==> src/rtl/scle_pkg.sv <==
// ----------------------------------------------------------------------------
// scle_pkg
// Shared types, codes and the scan code set 1 key table for the line editor.
// ----------------------------------------------------------------------------
package scle_pkg;

	// Scan code bytes of interest
	localparam logic [7:0] SC_PREFIX   = 8'hE0;
	localparam logic [7:0] SC_LAST_KEY = 8'h3A;
	localparam logic [6:0] SC_LCTRL    = 7'h1D;
	localparam logic [6:0] SC_LSHIFT   = 7'h2A;
	localparam logic [6:0] SC_RSHIFT   = 7'h36;
	localparam logic [6:0] SC_ALT      = 7'h38;
	localparam logic [6:0] SC_CAPS     = 7'h3A;
	localparam logic [5:0] SC_SYM_END  = 6'h0E;

	// ASCII characters the editor produces itself
	localparam logic [6:0] CH_NUL = 7'h00;
	localparam logic [6:0] CH_BS  = 7'h08;
	localparam logic [6:0] CH_NL  = 7'h0A;
	localparam logic [6:0] CH_SP  = 7'h20;

	// Result kinds
	localparam logic [1:0] KIND_ECHO    = 2'd0;
	localparam logic [1:0] KIND_LINE    = 2'd1;
	localparam logic [1:0] KIND_UNKNOWN = 2'd2;

	typedef enum logic [3:0] {
		ST_IDLE,
		ST_DECODE,
		ST_CHAR,
		ST_UNK,
		ST_BS1,
		ST_BS2,
		ST_BS3,
		ST_ECHO_NL,
		ST_LINE_OUT,
		ST_LINE_WAIT,
		ST_LINE_NL
	} scle_state_t;

	// Outcome of decoding one byte
	typedef enum logic [2:0] {
		ACT_NONE,
		ACT_UNKNOWN,
		ACT_CHAR,
		ACT_BS,
		ACT_ENTER
	} scle_act_t;

	// Source of the next result loaded into the output register
	typedef enum logic [2:0] {
		SRC_CHAR,
		SRC_UNK,
		SRC_BS,
		SRC_SPACE,
		SRC_NL_ECHO,
		SRC_LINE,
		SRC_NL_LINE
	} scle_src_t;

	typedef struct packed {
		logic      load;      // capture the accepted byte
		logic      exec;      // decode the byte and update editor state
		logic      emit;      // load a result into the output register
		scle_src_t src;
		logic      last;
		logic      ptr_clr;   // rewind the line read pointer
		logic      ptr_inc;   // step to the next stored character
		logic      line_clr;  // empty the line
	} scle_cmd_t;

	typedef struct packed {
		scle_act_t act;
		logic      out_free;   // output register can take a result this cycle
		logic      line_empty;
		logic      line_end;   // read pointer is on the newest stored character
	} scle_sts_t;

	// Keys that take their shifted column only with shift (caps lock ignored)
	function automatic logic is_symbol_key(input logic [5:0] idx);
		is_symbol_key = (idx < SC_SYM_END) || (idx == 6'h29) || (idx == 6'h1A) ||
			(idx == 6'h1B) || (idx == 6'h2B) || (idx == 6'h27) || (idx == 6'h28) ||
			(idx == 6'h33) || (idx == 6'h34) || (idx == 6'h35);
	endfunction

	// Scan code set 1 to ASCII; sel picks the shifted column
	function automatic logic [6:0] key_char(input logic [5:0] idx, input logic sel);
		case (idx)
			6'h01: key_char = 7'h1B;
			6'h02: key_char = sel ? 7'h21 : 7'h31;
			6'h03: key_char = sel ? 7'h40 : 7'h32;
			6'h04: key_char = sel ? 7'h23 : 7'h33;
			6'h05: key_char = sel ? 7'h24 : 7'h34;
			6'h06: key_char = sel ? 7'h25 : 7'h35;
			6'h07: key_char = sel ? 7'h5E : 7'h36;
			6'h08: key_char = sel ? 7'h26 : 7'h37;
			6'h09: key_char = sel ? 7'h2A : 7'h38;
			6'h0A: key_char = sel ? 7'h28 : 7'h39;
			6'h0B: key_char = sel ? 7'h29 : 7'h30;
			6'h0C: key_char = sel ? 7'h5F : 7'h2D;
			6'h0D: key_char = sel ? 7'h2B : 7'h3D;
			6'h0E: key_char = CH_BS;
			6'h0F: key_char = 7'h09;
			6'h10: key_char = sel ? 7'h51 : 7'h71;
			6'h11: key_char = sel ? 7'h57 : 7'h77;
			6'h12: key_char = sel ? 7'h45 : 7'h65;
			6'h13: key_char = sel ? 7'h52 : 7'h72;
			6'h14: key_char = sel ? 7'h54 : 7'h74;
			6'h15: key_char = sel ? 7'h59 : 7'h79;
			6'h16: key_char = sel ? 7'h55 : 7'h75;
			6'h17: key_char = sel ? 7'h49 : 7'h69;
			6'h18: key_char = sel ? 7'h4F : 7'h6F;
			6'h19: key_char = sel ? 7'h50 : 7'h70;
			6'h1A: key_char = sel ? 7'h7B : 7'h5B;
			6'h1B: key_char = sel ? 7'h7D : 7'h5D;
			6'h1C: key_char = CH_NL;
			6'h1E: key_char = sel ? 7'h41 : 7'h61;
			6'h1F: key_char = sel ? 7'h53 : 7'h73;
			6'h20: key_char = sel ? 7'h44 : 7'h64;
			6'h21: key_char = sel ? 7'h46 : 7'h66;
			6'h22: key_char = sel ? 7'h47 : 7'h67;
			6'h23: key_char = sel ? 7'h48 : 7'h68;
			6'h24: key_char = sel ? 7'h4A : 7'h6A;
			6'h25: key_char = sel ? 7'h4B : 7'h6B;
			6'h26: key_char = sel ? 7'h4C : 7'h6C;
			6'h27: key_char = sel ? 7'h3A : 7'h3B;
			6'h28: key_char = sel ? 7'h22 : 7'h27;
			6'h29: key_char = sel ? 7'h7E : 7'h60;
			6'h2B: key_char = sel ? 7'h7C : 7'h5C;
			6'h2C: key_char = sel ? 7'h5A : 7'h7A;
			6'h2D: key_char = sel ? 7'h58 : 7'h78;
			6'h2E: key_char = sel ? 7'h43 : 7'h63;
			6'h2F: key_char = sel ? 7'h56 : 7'h76;
			6'h30: key_char = sel ? 7'h42 : 7'h62;
			6'h31: key_char = sel ? 7'h4E : 7'h6E;
			6'h32: key_char = sel ? 7'h4D : 7'h6D;
			6'h33: key_char = sel ? 7'h3C : 7'h2C;
			6'h34: key_char = sel ? 7'h3E : 7'h2E;
			6'h35: key_char = sel ? 7'h3F : 7'h2F;
			6'h37: key_char = 7'h2A;
			6'h39: key_char = CH_SP;
			default: key_char = CH_NUL;
		endcase
	endfunction

endpackage

==> src/rtl/scle_ctrl.sv <==
// ----------------------------------------------------------------------------
// scle_ctrl
// Sequencer for the line editor: accepts a byte, has it decoded, then
// walks the results of that byte out through the output register.
// ----------------------------------------------------------------------------
module scle_ctrl (
	input  logic                clk,
	input  logic                arst_n,
	input  logic                in_valid,
	output logic                in_ready,
	input  scle_pkg::scle_sts_t sts,
	output scle_pkg::scle_cmd_t cmd
);

	scle_pkg::scle_state_t state_q, state_nxt;

	// State register
	always_ff @(posedge clk or negedge arst_n) begin
		if (!arst_n) begin
			state_q <= scle_pkg::ST_IDLE;
		end else begin
			state_q <= state_nxt;
		end
	end

	// Next state
	always_comb begin
		state_nxt = state_q;
		unique case (state_q)
			scle_pkg::ST_IDLE: begin
				if (in_valid) state_nxt = scle_pkg::ST_DECODE;
			end
			scle_pkg::ST_DECODE: begin
				unique case (sts.act)
					scle_pkg::ACT_UNKNOWN: state_nxt = scle_pkg::ST_UNK;
					scle_pkg::ACT_CHAR:    state_nxt = scle_pkg::ST_CHAR;
					scle_pkg::ACT_BS:      state_nxt = scle_pkg::ST_BS1;
					scle_pkg::ACT_ENTER:   state_nxt = scle_pkg::ST_ECHO_NL;
					default:               state_nxt = scle_pkg::ST_IDLE;
				endcase
			end
			scle_pkg::ST_CHAR, scle_pkg::ST_UNK, scle_pkg::ST_BS3: begin
				if (sts.out_free) state_nxt = scle_pkg::ST_IDLE;
			end
			scle_pkg::ST_BS1: begin
				if (sts.out_free) state_nxt = scle_pkg::ST_BS2;
			end
			scle_pkg::ST_BS2: begin
				if (sts.out_free) state_nxt = scle_pkg::ST_BS3;
			end
			scle_pkg::ST_ECHO_NL: begin
				if (sts.out_free) begin
					state_nxt = sts.line_empty ? scle_pkg::ST_LINE_NL : scle_pkg::ST_LINE_OUT;
				end
			end
			scle_pkg::ST_LINE_OUT: begin
				if (sts.out_free) begin
					state_nxt = sts.line_end ? scle_pkg::ST_LINE_NL : scle_pkg::ST_LINE_WAIT;
				end
			end
			scle_pkg::ST_LINE_WAIT: begin
				state_nxt = scle_pkg::ST_LINE_OUT;
			end
			scle_pkg::ST_LINE_NL: begin
				if (sts.out_free) state_nxt = scle_pkg::ST_IDLE;
			end
			default: state_nxt = scle_pkg::ST_IDLE;
		endcase
	end

	// Outputs
	always_comb begin
		in_ready     = 1'b0;
		cmd          = '0;
		cmd.src      = scle_pkg::SRC_CHAR;
		unique case (state_q)
			scle_pkg::ST_IDLE: begin
				in_ready = 1'b1;
				cmd.load = in_valid;
			end
			scle_pkg::ST_DECODE: begin
				cmd.exec    = 1'b1;
				cmd.ptr_clr = 1'b1;
			end
			scle_pkg::ST_CHAR: begin
				cmd.emit = sts.out_free;
				cmd.src  = scle_pkg::SRC_CHAR;
				cmd.last = 1'b1;
			end
			scle_pkg::ST_UNK: begin
				cmd.emit = sts.out_free;
				cmd.src  = scle_pkg::SRC_UNK;
				cmd.last = 1'b1;
			end
			scle_pkg::ST_BS1: begin
				cmd.emit = sts.out_free;
				cmd.src  = scle_pkg::SRC_BS;
			end
			scle_pkg::ST_BS2: begin
				cmd.emit = sts.out_free;
				cmd.src  = scle_pkg::SRC_SPACE;
			end
			scle_pkg::ST_BS3: begin
				cmd.emit = sts.out_free;
				cmd.src  = scle_pkg::SRC_BS;
				cmd.last = 1'b1;
			end
			scle_pkg::ST_ECHO_NL: begin
				cmd.emit = sts.out_free;
				cmd.src  = scle_pkg::SRC_NL_ECHO;
			end
			scle_pkg::ST_LINE_OUT: begin
				cmd.emit    = sts.out_free;
				cmd.src     = scle_pkg::SRC_LINE;
				cmd.ptr_inc = sts.out_free;
			end
			scle_pkg::ST_LINE_WAIT: begin
				cmd.src = scle_pkg::SRC_LINE;
			end
			scle_pkg::ST_LINE_NL: begin
				cmd.emit     = sts.out_free;
				cmd.src      = scle_pkg::SRC_NL_LINE;
				cmd.last     = 1'b1;
				cmd.line_clr = sts.out_free;
			end
			default: begin
				cmd = '0;
			end
		endcase
	end

endmodule

==> src/rtl/scle_datapath.sv <==
// ----------------------------------------------------------------------------
// scle_datapath
// Byte decode, modifier flags, edit line memory with its count and read
// pointer, and the output register.
// ----------------------------------------------------------------------------
module scle_datapath #(
	parameter int LINE_DEPTH = 32
) (
	input  logic                clk,
	input  logic                arst_n,
	input  logic [7:0]          scan_byte,
	input  scle_pkg::scle_cmd_t cmd,
	output scle_pkg::scle_sts_t sts,
	output logic                out_valid,
	input  logic                out_ready,
	output logic [1:0]          kind,
	output logic [6:0]          char_code,
	output logic                last,
	output logic                ctrl_held,
	output logic                alt_held
);

	localparam int AW = (LINE_DEPTH > 1) ? $clog2(LINE_DEPTH) : 1;
	localparam logic [AW-1:0] FULL_COUNT = AW'(LINE_DEPTH - 1);

	logic [7:0]    byte_q;
	logic          prefix_q, shift_q, ctrl_q, alt_q, caps_q;
	logic [AW-1:0] count_q, ptr_q;
	logic [6:0]    ch_q, rd_data_q;
	logic [6:0]    line_mem [LINE_DEPTH];

	logic          out_valid_q, last_q, ctrl_out_q, alt_out_q;
	logic [1:0]    kind_q;
	logic [6:0]    char_q;

	// Decode signals
	logic          is_prefix, is_break, make_ok, sel, mod_key, wr_en;
	logic [6:0]    low7, ch;
	scle_pkg::scle_act_t act;

	assign is_prefix = (byte_q == scle_pkg::SC_PREFIX);
	assign is_break  = byte_q[7];
	assign low7      = byte_q[6:0];
	assign make_ok   = prefix_q ? (low7 == scle_pkg::SC_ALT || low7 == scle_pkg::SC_LCTRL)
		: (byte_q != 8'h00 && byte_q <= scle_pkg::SC_LAST_KEY);
	assign sel       = (!prefix_q && scle_pkg::is_symbol_key(byte_q[5:0])) ? shift_q
		: (shift_q ^ caps_q);
	assign ch        = scle_pkg::key_char(byte_q[5:0], sel);
	assign mod_key   = (ch == scle_pkg::CH_NUL);

	// Classify the byte
	always_comb begin
		act = scle_pkg::ACT_NONE;
		if (!is_prefix && !is_break) begin
			if (!make_ok) begin
				act = scle_pkg::ACT_UNKNOWN;
			end else if (mod_key) begin
				act = scle_pkg::ACT_NONE;
			end else if (ch == scle_pkg::CH_NL) begin
				act = scle_pkg::ACT_ENTER;
			end else if (ch == scle_pkg::CH_BS) begin
				act = (count_q == '0) ? scle_pkg::ACT_NONE : scle_pkg::ACT_BS;
			end else if (count_q < FULL_COUNT) begin
				act = scle_pkg::ACT_CHAR;
			end
		end
	end

	assign wr_en = cmd.exec && (act == scle_pkg::ACT_CHAR);

	// Capture the accepted byte and the decoded character
	always_ff @(posedge clk) begin
		if (cmd.load) byte_q <= scan_byte;
		if (cmd.exec) ch_q <= ch;
	end

	// Update prefix and modifier flags
	always_ff @(posedge clk or negedge arst_n) begin
		if (!arst_n) begin
			prefix_q <= 1'b0;
			shift_q  <= 1'b0;
			ctrl_q   <= 1'b0;
			alt_q    <= 1'b0;
			caps_q   <= 1'b0;
		end else if (cmd.exec) begin
			prefix_q <= is_prefix;
			if (!is_prefix) begin
				if (is_break) begin
					if (low7 == scle_pkg::SC_LCTRL) begin
						ctrl_q <= 1'b0;
					end else if (!prefix_q && (low7 == scle_pkg::SC_LSHIFT ||
							low7 == scle_pkg::SC_RSHIFT)) begin
						shift_q <= 1'b0;
					end else if (low7 == scle_pkg::SC_ALT) begin
						alt_q <= 1'b0;
					end
				end else if (make_ok && mod_key) begin
					if (low7 == scle_pkg::SC_LCTRL) begin
						ctrl_q <= 1'b1;
					end else if (low7 == scle_pkg::SC_LSHIFT || low7 == scle_pkg::SC_RSHIFT) begin
						shift_q <= 1'b1;
					end else if (low7 == scle_pkg::SC_ALT) begin
						alt_q <= 1'b1;
					end else if (low7 == scle_pkg::SC_CAPS) begin
						caps_q <= ~caps_q;
					end
				end
			end
		end
	end

	// Advance line count and read pointer
	always_ff @(posedge clk or negedge arst_n) begin
		if (!arst_n) begin
			count_q <= '0;
			ptr_q   <= '0;
		end else begin
			if (cmd.line_clr) begin
				count_q <= '0;
			end else if (wr_en) begin
				count_q <= count_q + 1'b1;
			end else if (cmd.exec && act == scle_pkg::ACT_BS) begin
				count_q <= count_q - 1'b1;
			end
			if (cmd.ptr_clr) begin
				ptr_q <= '0;
			end else if (cmd.ptr_inc) begin
				ptr_q <= ptr_q + 1'b1;
			end
		end
	end

	// Line memory: one write port, one registered read port
	always_ff @(posedge clk) begin
		if (wr_en) line_mem[count_q] <= ch;
		rd_data_q <= line_mem[ptr_q];
	end

	// Output register; hold while the result waits
	always_ff @(posedge clk or negedge arst_n) begin
		if (!arst_n) begin
			out_valid_q <= 1'b0;
		end else if (cmd.emit) begin
			out_valid_q <= 1'b1;
		end else if (out_ready) begin
			out_valid_q <= 1'b0;
		end
	end

	always_ff @(posedge clk) begin
		if (cmd.emit) begin
			last_q     <= cmd.last;
			ctrl_out_q <= ctrl_q;
			alt_out_q  <= alt_q;
			unique case (cmd.src)
				scle_pkg::SRC_CHAR: begin
					kind_q <= scle_pkg::KIND_ECHO;
					char_q <= ch_q;
				end
				scle_pkg::SRC_UNK: begin
					kind_q <= scle_pkg::KIND_UNKNOWN;
					char_q <= scle_pkg::CH_NUL;
				end
				scle_pkg::SRC_BS: begin
					kind_q <= scle_pkg::KIND_ECHO;
					char_q <= scle_pkg::CH_BS;
				end
				scle_pkg::SRC_SPACE: begin
					kind_q <= scle_pkg::KIND_ECHO;
					char_q <= scle_pkg::CH_SP;
				end
				scle_pkg::SRC_NL_ECHO: begin
					kind_q <= scle_pkg::KIND_ECHO;
					char_q <= scle_pkg::CH_NL;
				end
				scle_pkg::SRC_LINE: begin
					kind_q <= scle_pkg::KIND_LINE;
					char_q <= rd_data_q;
				end
				scle_pkg::SRC_NL_LINE: begin
					kind_q <= scle_pkg::KIND_LINE;
					char_q <= scle_pkg::CH_NL;
				end
				default: begin
					kind_q <= scle_pkg::KIND_UNKNOWN;
					char_q <= scle_pkg::CH_NUL;
				end
			endcase
		end
	end

	// Status back to the sequencer
	always_comb begin
		sts            = '0;
		sts.act        = act;
		sts.out_free   = !out_valid_q || out_ready;
		sts.line_empty = (count_q == '0);
		sts.line_end   = ({1'b0, ptr_q} + 1'b1) == {1'b0, count_q};
	end

	assign out_valid = out_valid_q;
	assign kind      = kind_q;
	assign char_code = char_q;
	assign last      = last_q;
	assign ctrl_held = ctrl_out_q;
	assign alt_held  = alt_out_q;

endmodule

==> src/rtl/scancode_to_ascii_line_editor_core.sv <==
// Flow: an accepted byte is registered, decoded in the decode state, and its first
// result is then loaded into the output register. One byte is in work at a time; a
// byte may give no result, a character its echo, a backspace backspace, space,
// backspace, and enter a newline echo, then one line memory read per stored character.
// Reset: arst_n clears the modifier flags, prefix, line count and output valid;
// the line memory keeps no reset and is read only below the line count.
// ----------------------------------------------------------------------------
// scancode_to_ascii_line_editor_core
// Scan code set 1 keyboard decoder with echo and a line editor.
// ----------------------------------------------------------------------------
module scancode_to_ascii_line_editor_core #(
	parameter int LINE_DEPTH = 32
) (
	input  logic       clk,
	input  logic       arst_n,
	input  logic       in_valid,
	output logic       in_ready,
	input  logic [7:0] scan_byte,
	output logic       out_valid,
	input  logic       out_ready,
	output logic [1:0] kind,
	output logic [6:0] char_code,
	output logic       last,
	output logic       ctrl_held,
	output logic       alt_held
);

	scle_pkg::scle_cmd_t cmd;
	scle_pkg::scle_sts_t sts;

	// Sequencer
	scle_ctrl u_ctrl (
		.clk      (clk),
		.arst_n   (arst_n),
		.in_valid (in_valid),
		.in_ready (in_ready),
		.sts      (sts),
		.cmd      (cmd)
	);

	// Decode, line storage and output register
	scle_datapath #(
		.LINE_DEPTH (LINE_DEPTH)
	) u_dp (
		.clk       (clk),
		.arst_n    (arst_n),
		.scan_byte (scan_byte),
		.cmd       (cmd),
		.sts       (sts),
		.out_valid (out_valid),
		.out_ready (out_ready),
		.kind      (kind),
		.char_code (char_code),
		.last      (last),
		.ctrl_held (ctrl_held),
		.alt_held  (alt_held)
	);

endmodule

==> config.mk <==
export PLATFORM = sky130hd
export DESIGN_NAME = scancode_to_ascii_line_editor_core
export DESIGN_NICKNAME = d
export VERILOG_FILES = /design/src/rtl/scle_pkg.sv /design/src/rtl/scle_ctrl.sv /design/src/rtl/scle_datapath.sv /design/src/rtl/scancode_to_ascii_line_editor_core.sv
export SDC_FILE = /design/constraint.sdc
export NUM_CORES = 1
export LEC_CHECK = 0
export ABC_AREA = 1
export BUFFER_PORTS_ARGS = -buffer_cell sky130_fd_sc_hd__buf_2
export CAP_MARGIN = 20
export CORE_MARGIN = 1.5
export CORE_UTILIZATION = 40
export DETAILED_ROUTE_END_ITERATION = 16
export GPL_TIMING_DRIVEN = 0
export PLACE_DENSITY = 0.66
export SYNTH_ARGS = -nofsm -noshare
export SYNTH_HDL_FRONTEND = slang
export SYNTH_HIERARCHICAL = 1
export SYNTH_SLANG_ARGS = --single-unit
export TNS_END_PERCENT = 10
==> constraint.sdc <==
create_clock -name clk -period 4.1 [get_ports clk]
set_input_delay 0.82 -clock clk [delete_from_list [all_inputs] [get_ports clk]]
set_output_delay 0.82 -clock clk [all_outputs]
set_load 0.005 [all_outputs]
Word level (Yosys, flattened, before mapping)
Memory sizes are Yosys's and may differ from the RTL's. A register that Yosys moved wholly into a read port is not among the register bits.
Index checks and enable logic that the tools add are counted.
{ "totals": {"regBits": 47, "ram_bits": 224, "in_bits": 12, "out_inout_bits": 14, "wordCells": 272, "n_memories": 1} }
{ "memory_table": {"columns": ["memory", "depth", "width", "rd", "rd_clocked_by_memory_dff", "wr", "line_no", "text"], "rows": [
  ["u_dp.line_mem", 32, 7, 1, 1, 1, "scle_datapath.sv:30", "logic [6:0] line_mem [LINE_DEPTH];"]
]} }
{ "classes": {"add_sub_neg": 4, "order_cmp": 3, "eq_ne": 91, "n_mux": 104, "n_bitwise": 7, "reduce_logical": 46} }
{ "op_table": {"columns": ["cell", "count"], "rows": [
  ["one-hot mux 7 bit (53 select lines)", 1],
  ["2-to-1 mux 6 bit", 29],
  ["equality test 6 bit (second input constant)", 23],
  ["equality test 6 x 5 -> 1 bit (second input constant)", 15],
  ["2-to-1 mux 5 bit", 18],
  ["equality test 6 x 4 -> 1 bit (second input constant)", 8],
  ["one-hot mux 7 bit (5 select lines)", 1],
  ["2-to-1 mux 1 bit", 32],
  ["one-hot mux 4 bit (8 select lines)", 1],
  ["equality test 7 x 6 -> 1 bit (second input constant)", 4],
  ["equality test 6 x 3 -> 1 bit (second input constant)", 4],
  ["2-to-1 mux 4 bit", 6],
  ["2-to-1 mux 7 bit", 3],
  ["2-to-1 mux 3 bit", 6],
  ["one-hot mux 3 bit (6 select lines)", 1],
  ["equality test 4 x 3 -> 1 bit (second input constant)", 4],
  ["AND reduction 8 bit", 2],
  ["equality test 7 x 4 -> 1 bit (second input constant)", 2],
  ["equality test 3 x 2 -> 1 bit (second input constant)", 4],
  ["equality test 3 bit (second input constant)", 4],
  ["equality test 4 bit (second input constant)", 3],
  ["equality test 6 x 2 -> 1 bit (second input constant)", 2],
  ["logical OR 1 bit", 12],
  ["!= test 2 x 1 -> 1 bit (second input constant)", 6],
  ["33 further kinds", 64]
]} }

Longest topological paths before layout
{ "depth": {"ltp_word": 25, "mapped_depth": 20, "ltp_nobuf": 19} }

Hierarchy
The synthesis kept the hierarchy.
{ "modules_own_cells": {"columns": ["module", "instances", "cells_per_inst", "area_per_inst_um2"], "rows": [
  ["scle_datapath", 1, 1105, 12160.4],
  ["scle_ctrl", 1, 76, 421.7]
]} }

Least setup slack after synthesis
Ideal clock, no wire load.
{ "synth_timing": {"path_type": "flip-flop to flip-flop", "start": "register u_dp.byte_q[5]", "end": "register u_dp.count_q[4]", "setup_time_ns": 0.117, "arrival_ns": 2.737, "path_slack_ns": 1.246, "path_stages_with_launch": 19, "n_path_buf": 1, "cell_sequence": "edfxtp_1 nor2_2 buf_4 nand3_1 nand2_1 inv_1 nand3_1 nor2_1 nand3_4 nand3_4 nor2_8 nand2_1 fa_1 nand3_1 nand2_1 xor2_1 xnor2_1 nand2_1 nand2_1"} }
{ "synth_via": {"elab_chain_cells": 24, "word_cells_on_any_way": 138} }
{ "synth_lines": {"columns": ["element", "line_no", "text"], "rows": [
  ["start, declared", "scle_datapath.sv:26", "logic [7:0] byte_q;"],
  ["start signal, assigned", "scle_datapath.sv:73", "if (cmd.load) byte_q <= scan_byte;"],
  ["less-than comparator 6 x 4 -> 1 bit or equality test 6 bit (tied branches)", "scle_pkg.sv:82, scle_pkg.sv:89", null],
  ["logical OR 1 bit (3 in a row)", "scle_pkg.sv:82", "is_symbol_key = (idx < SC_SYM_END) || (idx == 6'h29) || (idx == 6'h1A) ||"],
  ["logical OR 1 bit (4 in a row)", "scle_pkg.sv:83", "(idx == 6'h1B) || (idx == 6'h2B) || (idx == 6'h27) || (idx == 6'h28) ||"],
  ["logical OR 1 bit (2 in a row)", "scle_pkg.sv:84", "(idx == 6'h33) || (idx == 6'h34) || (idx == 6'h35);"],
  ["logical AND 1 bit", "scle_datapath.sv:46", "assign sel = (!prefix_q && scle_pkg::is_symbol_key(byte_q[5:0])) ? shift_q"],
  ["2-to-1 mux 1 bit", "scle_datapath.sv:46", null],
  ["2-to-1 mux 3 bit, or another cell as far along", "scle_pkg.sv:128", "6'h28: key_char = sel ? 7'h22 : 7'h27;"],
  ["one-hot mux 7 bit (53 select lines)", "scle_pkg.sv:89", "case (idx)"],
  ["[... 2 more ...]", null, null],
  ["2-to-1 mux 3 bit", "scle_datapath.sv:59", "end else if (ch == scle_pkg::CH_NL) begin"],
  ["2-to-1 mux 3 bit", "scle_datapath.sv:57", "end else if (mod_key) begin"],
  ["2-to-1 mux 3 bit", "scle_datapath.sv:55", "if (!make_ok) begin"],
  ["2-to-1 mux 3 bit *", "scle_datapath.sv:54", "if (!is_prefix && !is_break) begin"],
  ["equality test 3 x 2 -> 1 bit", "scle_datapath.sv:69", "assign wr_en = cmd.exec && (act == scle_pkg::ACT_CHAR);"],
  ["logical AND 1 bit", "scle_datapath.sv:69", null],
  ["2-to-1 mux 5 bit", "scle_datapath.sv:120", "end else if (wr_en) begin"],
  ["2-to-1 mux 5 bit", "scle_datapath.sv:118", "if (cmd.line_clr) begin"],
  ["end signal, assigned", "scle_datapath.sv:121", "count_q <= count_q + 1'b1;"],
  ["end signal, assigned", "scle_datapath.sv:123", "count_q <= count_q - 1'b1;"],
  ["end, declared", "scle_datapath.sv:28", "logic [AW-1:0] count_q, ptr_q;"]
]} }
Mark *: on every way between the ends. The rest lies on a longest branch, timed or not.
A chain may end at the register's enable or synchronous reset.

Final worst setup path
{ "layout_timing": {"start": "register u_dp.byte_q[3]", "end": "memory u_dp.line_mem[15][4] (data pin)"} }
{ "layout_via": {"elab_chain_cells": 14, "word_cells_on_any_way": 81} }
{ "layout_lines": {"columns": ["element", "line_no", "text"], "rows": [
  ["less-than comparator 6 x 4 -> 1 bit or equality test 6 bit (tied branches)", "scle_pkg.sv:82, scle_pkg.sv:89", null],
  ["logical OR 1 bit (3 in a row)", "scle_pkg.sv:82", null],
  ["logical OR 1 bit (4 in a row)", "scle_pkg.sv:83", null],
  ["logical OR 1 bit (2 in a row)", "scle_pkg.sv:84", null],
  ["logical AND 1 bit", "scle_datapath.sv:46", null],
  ["2-to-1 mux 1 bit", "scle_datapath.sv:46", null],
  ["2-to-1 mux 5 bit, or another cell as far along", "scle_pkg.sv:140", "6'h35: key_char = sel ? 7'h3F : 7'h2F;"],
  ["one-hot mux 7 bit (53 select lines) *", "scle_pkg.sv:89", null],
  ["net u_dp.ch[4]", "scle_datapath.sv:38", "logic [6:0] low7, ch;"],
  ["end, declared", "scle_datapath.sv:30", null]
]} }
The timed path passes the listed nets; every way through them passes the cells marked *.

==> impl_metrics.env <==
export IMPL_fmax_mhz=278
export IMPL_io_buffers=25
export IMPL_grt_overflow_total=0
export IMPL_drv_cap=0
export IMPL_worstPathRequired_ns=4.40
export IMPL_final_hold_viol_count=0
export IMPL_crit_type="reg2reg"
export IMPL_final_core_util=0.465
export IMPL_ys_seq_elements=278
export IMPL_io_pins=26
export IMPL_ys_warn_count=6
export IMPL_num_vias=9755
export IMPL_met1Wirelength_microns=14900
export IMPL_post_cts_buffers=0
export IMPL_status="finished, final reports clean"
export IMPL_insertion_delay_ns=0.59
export IMPL_tightestPinTransition_ns=0.971
export IMPL_nFillCells=2856
export IMPL_drc=0
export IMPL_period_share=0.878
export IMPL_setup_viol=0
export IMPL_cts_root_buf="clkbuf_16"
export IMPL_diodes=0
export IMPL_grt_max_degree=34
export IMPL_clkSinkCount=278
export IMPL_area_growth_pct=13.7
export IMPL_antenna_left=0
export IMPL_grt_use_total=0.224
export IMPL_grt_pass1_vias=9217
export IMPL_core_sq_um=30700
export IMPL_rsz0062_at_grt="no"
export IMPL_start_util=0.409
export IMPL_skew_ns=0.0387
export IMPL_cts_buffers=30
export IMPL_grt_pass1_wl_microns=55500
export IMPL_cp_arrival_ns=3.90
export IMPL_holdBufCountCts=0
export IMPL_slew_violations=0
export IMPL_synth_seq_area_share=0.650
export IMPL_r2r_start="u_dp/byte_q[3]$_DFFE_PP_"
export IMPL_drive_gt1_frac=0.0871
export IMPL_avgRoutedWirePerCell_microns=22.2
export IMPL_viasPerCell=5.84
export IMPL_dr_pass1_iters=5
export IMPL_cts_tree="yes"
export IMPL_gp_congestion=0.923
export IMPL_std_cell_rows=64
export IMPL_power_uw=9820
export IMPL_syn_area_per_cell_sq_um=10.7
export IMPL_pwr_density_cell_nw_per_um2=686
export IMPL_die_w_microns=180
export IMPL_clk_pin_slew_worst_paths_ns=0.06
export IMPL_fin_nets=1269
export IMPL_worstSetupEndpointType="flop"
export IMPL_synth_area_sq_um=12600
export IMPL_hpwl_microns=25400
export IMPL_startpoint="u_dp/byte_q[3]$_DFFE_PP_"
export IMPL_cp_max_fo=18
export IMPL_slew_headroom=0.348
export IMPL_highest_layer="met4"
export IMPL_ir_drop_mv=0.445
export IMPL_die_h_microns=180
export IMPL_die_area_sq_um=32500
export IMPL_synth_cell_types=46
export IMPL_async_reset_ff_frac=0.0719
export IMPL_cts_max_level=1
export IMPL_cts_buffer_depth=3
export IMPL_met3_length_microns=3160
export IMPL_ctsResizeCount=0
export IMPL_hold_class="in2async"
export IMPL_synth_edf_count=251
export IMPL_synth_flop_cell="edfxtp_1"
export IMPL_met2_length_microns=17700
export IMPL_crit_path_start_kind="flop"
export IMPL_min_period_ns=3.60
export IMPL_antenna_found_initial=0
export IMPL_drt_total_wl_microns=37100
export IMPL_p_leak_uw=0.00527
export IMPL_first_iter_violations=1346
export IMPL_synthCells=1181
[sequential cells by signal, indices dropped and copies added (netlist names)]
name / cells
u_dp/ptr_q: 5
u_dp/prefix_q: 1
u_dp/alt_held: 1
u_dp/kind: 2
u_dp/caps_q: 1
u_dp/ch_q: 7
u_dp/ctrl_held: 1
u_dp/last: 1
u_dp/shift_q: 1
u_dp/count_q: 5
u_dp/out_valid: 1
u_dp/alt_q: 1
u_ctrl/state_q: 4
u_dp/rd_data_q: 7
u_dp/char_code: 7
u_dp/ctrl_q: 1
u_dp/line_mem: 224
u_dp/byte_q: 8
[per-layer routing]
metal / vias to the layer above / track usage
met5: - / 0
met4: 0 / 0.0894
met3: 108 / 0.0382
met2: 530 / 0.372
met1: 4745 / 0.293
li1: 4372 / -
[path summary, 6_finish.rpt]
path | end | slack, ns | cells after the start
max | u_dp/line_mem[15][4]$_DFFE_PP_ | 0.50 | 14
min | u_ctrl/state_q[2]$_DFFE_PN0P_ | 0.20 | 1
max reg2reg | u_dp/line_mem[15][4]$_DFFE_PP_ | 0.50 | 14
min reg2reg | u_dp/alt_held$_DFFE_PP_ | 0.46 | 0
max in group asynchronous | u_dp/count_q[0]$_DFFE_PN0P_ | 3.53 | 1
min in group clk | u_dp/byte_q[7]$_DFFE_PP_ | 0.44 | 1
[cell type report]
type / instances / area [sq um] / area share
repair buffers: 33 / 282 / 0.0197
well taps: 396 / 495 / 0.0346
inverters: 73 / 274 / 0.0192
multi-input cells: 781 / 3930 / 0.275
clock inverters: 20 / 148 / 0.0103
flip-flops and latches: 278 / 8180 / 0.572
plain buffers: 55 / 224 / 0.0157
clock buffers: 34 / 766 / 0.0535
[layout by cell type, fill, tap and decap left out, types with 5 or more instances in the layout]
master,Yosys,layout
edfxtp_1,251,251
nor2_1,232,232
nand2_1,155,155
o21ai_0,141,141
nand3_1,71,70
inv_1,62,62
clkbuf_1,48,52
o221ai_1,41,41
clkbuf_16,0,30
buf_2,2,28
dfrtp_1,20,20
o22ai_1,19,19
nor3_1,14,14
a21oi_1,11,11
xor2_1,11,11
a31oi_1,11,11
nand4_1,10,10
clkinv_2,0,9
clkinv_1,2,9
inv_2,9,9
conb_1,1,7
dfxtp_1,7,7
nand3_4,6,6
o211ai_1,5,5
nor4_1,5,5
[through the flow]
stage | worst slack [ns] | setup TNS [ns] | cell area, sq um | cells | hold WS [ns]
5_1_grt | 0.195 | 0 | 14300 | 1670 | 0.226
6_report | 0.499 | 0 | 14300 | 1670 | 0.197
3_5_place_dp | 0.601 | 0 | 13300 | 1614 | 0.442
4_1_cts | 0.587 | 0 | 14300 | 1668 | 0.199
2_1_floorplan | 1.25 | 0 | 12600 | 1187 | 0.425
3_3_place_gp | -0.0774 | -3.34 | 13200 | 1608 | 0.436
[cells by family after synthesis]
| kind of cell | Yosys count | share of synthesized area |
|---|---|---|
| buffers and inverters | 128 | 0.0396 |
| flip-flops | 278 | 0.650 |
| adder cells (fa/ha/maj) | 5 | 0.00557 |
| XOR/XNOR | 14 | 0.00975 |
| AO/OA/AOI/OAI | 246 | 0.118 |
| AND/OR/NAND/NOR | 509 | 0.177 |
| other | 1 | 0.000298 |
[synth_stat cells (4+ instances only)]
cell / number / area [sq um]
nor2_1: 232 / 871
nand3_1: 71 / 355
o21ai_0: 141 / 706
nor4_1: 5 / 31.3
nand4_1: 10 / 62.6
xor2_1: 11 / 96.3
clkbuf_1: 48 / 180
nand2_1: 155 / 582
dfxtp_1: 7 / 140
o211ai_1: 5 / 37.5
dfrtp_1: 20 / 500
a21oi_1: 11 / 55.1
a22oi_1: 4 / 30.0
nor2_2: 4 / 25.0
ha_1: 4 / 50.1
inv_2: 9 / 33.8
inv_1: 62 / 233
buf_4: 4 / 30.0
nand3_4: 6 / 105
a32o_1: 4 / 40.0
a31oi_1: 11 / 68.8
o221ai_1: 41 / 359
edfxtp_1: 251 / 7540
o22ai_1: 19 / 119
nor3_1: 14 / 70.1
[worst max-delay path, stage by stage, from the launching register on]
cell      delay, ns
edfxtp_1       0.43
inv_1          0.11
nor2_1         0.56
nand3_1        0.25
nand2_1        0.16
nor2_1         0.06
nand2_1        0.09
nand2_1        0.07
nand2_1        0.06
nand2_1        0.18
nand2_1        0.15
nand2_1        0.09
nor2_1         0.15
nand3_1        0.57
buf_16         0.40
[where the power goes]
group	switching, uW	internal [uW]
registers	145	3960
logic	2310	897
clock network	1100	1400
total	3550	6260
No activity file was read; power rests on OpenSTA's default activity.
